File: src/design/huffman_tree_walk_decoder_assert.svh
// ----------------------------------------------------------------------------
// Huffman tree-walk decoder assertion macros
// Clocked implication checks, switched off as a group by NO_ASSERTIONS.
// ----------------------------------------------------------------------------
`ifndef HUFFMAN_TREE_WALK_DECODER_ASSERT_SVH
`define HUFFMAN_TREE_WALK_DECODER_ASSERT_SVH
`ifndef NO_ASSERTIONS
// Same-cycle implication.
`define HTWD_ASSERT_IMP(lbl, clk, rst, ante, cons, msg) \
   lbl: assert property (@(posedge clk) disable iff (rst) (ante) |-> (cons)) \
      else $error(msg);
// Next-cycle implication.
`define HTWD_ASSERT_NXT(lbl, clk, rst, ante, cons, msg) \
   lbl: assert property (@(posedge clk) disable iff (rst) (ante) |=> (cons)) \
      else $error(msg);
`else
`define HTWD_ASSERT_IMP(lbl, clk, rst, ante, cons, msg)
`define HTWD_ASSERT_NXT(lbl, clk, rst, ante, cons, msg)
`endif
`endif

File: src/design/htwd_pkg.sv
// ----------------------------------------------------------------------------
// Huffman tree-walk decoder package
// Widths, request codes, node layout and the walker state type.
// ----------------------------------------------------------------------------
package htwd_pkg;

   localparam int IDX_W              = 9;
   localparam int SYM_W              = 8;
   localparam int NODE_COUNT_DEFAULT = 512;

   // Request kinds.
   localparam logic KIND_WRITE  = 1'b0;
   localparam logic KIND_DECODE = 1'b1;

   typedef struct packed {
      logic [IDX_W-1:0] left;
      logic [IDX_W-1:0] right;
      logic             leaf;
      logic [SYM_W-1:0] symbol;
   } node_type;

   // Access from the walker to the node memory.
   typedef struct packed {
      logic             rd_en;
      logic [IDX_W-1:0] rd_idx;
      logic             wr_en;
      logic [IDX_W-1:0] wr_idx;
      node_type         wr_node;
   } mem_req_type;

   typedef enum logic [1:0] {
      WALK_IDLE,
      WALK_CUR,
      WALK_NEXT
   } walk_state_type;

endpackage

File: src/design/htwd_walker.sv
// ----------------------------------------------------------------------------
// Huffman tree-walk decoder walker
// Holds root and cursor, sequences node reads and writes and registers the result.
// ----------------------------------------------------------------------------
`include "huffman_tree_walk_decoder_assert.svh"

module htwd_walker (
   input  logic                          clock,
   input  logic                          reset,
   input  logic                          start,
   input  logic                          req_kind,
   input  logic [htwd_pkg::IDX_W-1:0]    req_node_index,
   input  logic [htwd_pkg::IDX_W-1:0]    req_left_index,
   input  logic [htwd_pkg::IDX_W-1:0]    req_right_index,
   input  logic                          req_leaf,
   input  logic [htwd_pkg::SYM_W-1:0]    req_leaf_symbol,
   input  logic                          req_code_bit,
   input  logic                          csr_valid,
   input  logic [htwd_pkg::IDX_W-1:0]    csr_root_index,
   input  htwd_pkg::node_type            rd_node,
   output htwd_pkg::mem_req_type         mem_req,
   output logic                          busy,
   output logic                          rsp_valid,
   output logic [htwd_pkg::SYM_W-1:0]    rsp_symbol
);

   htwd_pkg::walk_state_type         state_ff, state_in;
   logic [htwd_pkg::IDX_W-1:0]       cursor_ff, cursor_in;
   logic [htwd_pkg::IDX_W-1:0]       root_ff, root_in;
   logic                             bit_ff, bit_in;
   logic                             rsp_valid_ff, rsp_valid_in;
   logic [htwd_pkg::SYM_W-1:0]       rsp_symbol_ff, rsp_symbol_in;
   logic [htwd_pkg::IDX_W-1:0]       child;
   logic                             accept;

   assign busy   = (state_ff != htwd_pkg::WALK_IDLE);
   assign accept = start && !busy;
   assign child  = bit_ff ? rd_node.right : rd_node.left;

   always_ff @(posedge clock) begin
      if (reset) begin
         state_ff     <= htwd_pkg::WALK_IDLE;
         cursor_ff    <= '0;
         root_ff      <= '0;
         rsp_valid_ff <= 1'b0;
      end else begin
         state_ff     <= state_in;
         cursor_ff    <= cursor_in;
         root_ff      <= root_in;
         rsp_valid_ff <= rsp_valid_in;
      end
   end

   always_ff @(posedge clock) begin
      bit_ff        <= bit_in;
      rsp_symbol_ff <= rsp_symbol_in;
   end

   always_comb begin
      state_in      = state_ff;
      cursor_in     = cursor_ff;
      root_in       = root_ff;
      bit_in        = bit_ff;
      rsp_valid_in  = 1'b0;
      rsp_symbol_in = rsp_symbol_ff;
      mem_req       = '0;
      unique case (state_ff)
         htwd_pkg::WALK_IDLE: begin
            if (csr_valid) begin
               root_in   = csr_root_index;
               cursor_in = csr_root_index;
            end
            if (accept) begin
               if (req_kind == htwd_pkg::KIND_WRITE) begin
                  mem_req.wr_en          = 1'b1;
                  mem_req.wr_idx         = req_node_index;
                  mem_req.wr_node.left   = req_left_index;
                  mem_req.wr_node.right  = req_right_index;
                  mem_req.wr_node.leaf   = req_leaf;
                  mem_req.wr_node.symbol = req_leaf_symbol;
                  cursor_in              = root_ff;
               end else begin
                  mem_req.rd_en  = 1'b1;
                  mem_req.rd_idx = cursor_ff;
                  bit_in         = req_code_bit;
                  state_in       = htwd_pkg::WALK_CUR;
               end
            end
         end
         htwd_pkg::WALK_CUR: begin
            if (rd_node.leaf) begin
               rsp_valid_in  = 1'b1;
               rsp_symbol_in = rd_node.symbol;
               cursor_in     = root_ff;
               state_in      = htwd_pkg::WALK_IDLE;
            end else begin
               mem_req.rd_en  = 1'b1;
               mem_req.rd_idx = child;
               cursor_in      = child;
               state_in       = htwd_pkg::WALK_NEXT;
            end
         end
         htwd_pkg::WALK_NEXT: begin
            if (rd_node.leaf) begin
               rsp_valid_in  = 1'b1;
               rsp_symbol_in = rd_node.symbol;
               cursor_in     = root_ff;
            end
            state_in = htwd_pkg::WALK_IDLE;
         end
         default: begin
            state_in = htwd_pkg::WALK_IDLE;
         end
      endcase
   end

   assign rsp_valid  = rsp_valid_ff;
   assign rsp_symbol = rsp_symbol_ff;

   `HTWD_ASSERT_IMP(a_rsp_after_eval, clock, reset, rsp_valid_ff, $past(state_ff) == htwd_pkg::WALK_CUR || $past(state_ff) == htwd_pkg::WALK_NEXT, "result without a node evaluation")
   `HTWD_ASSERT_IMP(a_rsp_cursor_root, clock, reset, rsp_valid_ff, cursor_ff == root_ff, "cursor not at root after a result")
   `HTWD_ASSERT_IMP(a_write_when_idle, clock, reset, mem_req.wr_en, state_ff == htwd_pkg::WALK_IDLE && !mem_req.rd_en, "node write during a walk")
   `HTWD_ASSERT_NXT(a_next_from_cur, clock, reset, state_ff == htwd_pkg::WALK_CUR && !rd_node.leaf, state_ff == htwd_pkg::WALK_NEXT && $past(mem_req.rd_en), "child read not issued")

endmodule

File: config.mk
export PLATFORM = sky130hd
export DESIGN_NAME = htwd_walker
export DESIGN_NICKNAME = d
export VERILOG_FILES = /design/src/design/htwd_pkg.sv /design/src/design/htwd_walker.sv
export VERILOG_INCLUDE_DIRS = /design/src /design/src/design
export SDC_FILE = /design/constraint.sdc
export NUM_CORES = 1
export LEC_CHECK = 0
export BUFFER_PORTS_ARGS = -buffer_cell sky130_fd_sc_hd__buf_2
export CAP_MARGIN = 10
export CORE_ASPECT_RATIO = 2
export CORE_MARGIN = 4
export CORE_UTILIZATION = 37
export DETAILED_ROUTE_END_ITERATION = 8
export PLACE_DENSITY = 0.73
export SYNTH_ARGS = -nofsm -noshare
export SYNTH_HDL_FRONTEND = slang
export SYNTH_SLANG_ARGS = --single-unit
File: constraint.sdc
create_clock -name clock -period 1.75 [get_ports clock]
set_input_delay 0.2625 -clock clock [delete_from_list [all_inputs] [get_ports clock]]
set_output_delay 0.2625 -clock clock [all_outputs]
set_load 0.005 [all_outputs]
==> impl_metrics.toml <==
[outcome]
outcome = "finished with violations"
violations = "negative setup slack"

[pwr]
p_leak_nw = 1.633
power_w = 0.001916
ir_drop_mv = 0.5414
power_density_nw_per_um2 = 587.7

[sta]
period_needed_ns = 1.859
grt_setup_unrepaired = "yes"
fmax_ghz = 0.5380
finClkSkew_ns = 0.008098
setup_viol = 53
timing.slew.headroom = 0.7056
fin_crit_sh = 1.062
hold_viol = 0
tightest_slew_ns = 0.4416
fin_ws_ns = -0.1088
finalSetupTns_ns = -3.247
slew_viol_final = 0

[cells_and_area]
insertedDiodeCount = 0
seq_area_um2 = 695.7
stdcell_area_um2 = 3259
nets = 445
layout-drive-gt1-share = 0.6209
fillers = 404
fin_util = 0.6700
multi_input_area_um2 = 1179
area_growth_pct = 74.95

[synth]
synth_top_family_by_area = "simple AND/OR/NAND/NOR gates"
synthesis.nets = 297
ys.flop_type = "dfxtp_1"
synth_seq_cells = 30
ys_warn_count = 0
synth_fa_ha_area_frac = 0.02686
syn_area_um2 = 1863
async_reset_ff_frac = 0
yosysSeqAreaShare = 0.3707
synthSimpleGateAreaFrac = 0.2565
syn_area_per_cell_um2 = 8.665
synth_xor_xnor_area_share = 0
synth_compound_area_frac = 0.1827
synth_cells = 215
synth_edf_count = 9
muxShareOfSynthArea = 0.09671
synth_cell_types = 27

[clock_network]
cts_tree = "done"
clkSinkCount = 30
cts_root_buf = "clkbuf_8"
clk_latency_ns = 0.28
ctsLongestPathBuffers = 2
cts_hold_buf = 0
cts_buffers = 5
path_clk_slew_ns = 0.07
htreeDepth = 2

[floorplanning]
die_w_um = 58.18
rows = 36
io_pins = 135
die_y_um = 108.4
start_util = 0.3830
core_um2 = 4865
die_area_um2 = 6303

[grt]
antenna_found_initial = 0
grt_pass1_wl_um = 9128
first_global_vias = 2119
grt_usage = 0.1873
grt_max_degree = 47
overflow = 0

[routing]
vias = 2179
wirelength_um = 6975
route.detailed.drc = 0
drtIter0Drc = 44
drtAntennaViolNets = 0
viasPerCell = 5.176
first_pass_iters = 4
wl_per_cell_um = 16.57

[placed_design]
place_hpwl_um = 4678
dp_slack_ns = 0.04230
io_buffers = 134
placed_cell_area_um2 = 2651
gp_congestion = 0.8734

[setup_path]
startpoint_type = "flip-flop"
worst_ep_arrival_time_ns = 1.60
critPathCaptureType = "output port"
path_class = "flip-flop to output port"
cp.required_ns = 1.49
worst-path-max-fanout = 8

[worst_hold_path]
hold_class = "input pin to flip-flop"

[run]
max-cap-violations = 0
## Yosys cell counts, types with 9 or more instances
cell type  number  area share
a21o_1          9       0.036
a21oi_1        20       0.054
and2_1         37        0.12
clkbuf_1        9       0.018
dfxtp_1        21        0.23
edfxtp_1        9        0.15
inv_1          12       0.024
mux2i_1        18       0.097
nand2_1        20       0.040
nand3_1         9       0.024
nor2_1         12       0.024
nor3_1          9       0.024
o221ai_2        9       0.073
## flip-flops by register name (all words and copies together), names as in the netlist
| name | cells |
|---|---|
| cursor_ff | 9 |
| bit_ff | 1 |
| rsp_valid | 1 |
| state_ff | 2 |
| root_ff | 9 |
| rsp_symbol | 8 |
## through the flow
| step | std cells | hold slack [ns] |
|---|---|---|
| 2_1_floorplan | 215 | 0.3335 |
| 3_3_place_gp | 401 | 0.4403 |
| 3_5_place_dp | 401 | 0.4412 |
| 4_1_cts | 412 | 0.1474 |
| 5_1_grt | 421 | 0.1411 |
| 6_report | 421 | 0.1524 |
## where the power goes
group	internal, W	switching [W]
logic	0.000341	0.000264
clock network	0.000275	0.000250
registers	0.000760	0.0000251
total	0.00138	0.000540
## critical path, stage by stage (launching register included)
cell       delay (ns)
dfxtp_4          0.36
inv_4            0.07
ha_4             0.12
and3b_4          0.34
clkbuf_16        0.20
and2_4           0.14
buf_6            0.09
## worst paths after layout
| kind | from | to | slack, ns | depth (start not counted) |
|---|---|---|---|---|
| setup / recovery | state_ff[0] | mem_req[13] | -0.11 | 6 |
| hold / removal | rd_node[2] | rsp_symbol[2] | 0.15 | 1 |
| setup reg to reg | state_ff[1] | cursor_ff[3] | -0.02 | 7 |
| hold reg to reg | root_ff[7] | root_ff[7] | 0.45 | 2 |
## kinds of logic after synthesis
kind of cell / after synthesis
AND/OR/NAND/NOR: 92
AO/OA/AOI/OAI: 43
flip-flops: 30
buffers and inverters: 28
multiplexers: 18
adder cells (fa/ha/maj): 4
## what timing repair did
item	CTS	global route
resized for setup	8	84
hold endpoints to repair	0	0
setup endpoints to repair	46	56
pin swaps	0	36
gates cloned	0	6
buffers inserted	3	4
## layer usage
| layer | global-route usage | up-vias | share of wire |
|---|---|---|---|
| li1 | - | 1034 | - |
| met1 | 0.1704 | 1004 | 0.32 |
| met2 | 0.3697 | 127 | 0.57 |
| met3 | 0.04301 | 14 | 0.081 |
| met4 | 0.08624 | 0 | 0.024 |
| met5 | 0 | - | 0 |
## layout by cell type (no fill, tap or decap), types with 2 or more instances in the layout
| cell type | n |
|---|---|
| a21o_1 | 9 |
| buf_4 | 12 |
| dfxtp_1 | 19 |
| buf_6 | 40 |
| nor2_2 | 6 |
| buf_2 | 98 |
| nand3_1 | 9 |
| ha_1 | 2 |
| clkbuf_16 | 3 |
| a21oi_1 | 20 |
| clkinv_2 | 2 |
| edfxtp_1 | 9 |
| nor3_1 | 9 |
| nor2_1 | 5 |
| inv_4 | 2 |
| inv_1 | 9 |
| mux2i_1 | 18 |
| nand2_1 | 20 |
| o221ai_2 | 9 |
| clkbuf_8 | 5 |
| buf_12 | 3 |
| and2_4 | 35 |
## area by class of cell
class                   instances  share of cell area
clock buffers                   6             0.02226
clock inverters                 2            0.003071
inverters                      12             0.01536
multi-input cells             157              0.3616
flip-flops and latches         30              0.2134
well taps                      57             0.02188
repair buffers                157              0.3624
Power figures use the tool's default switching activity.
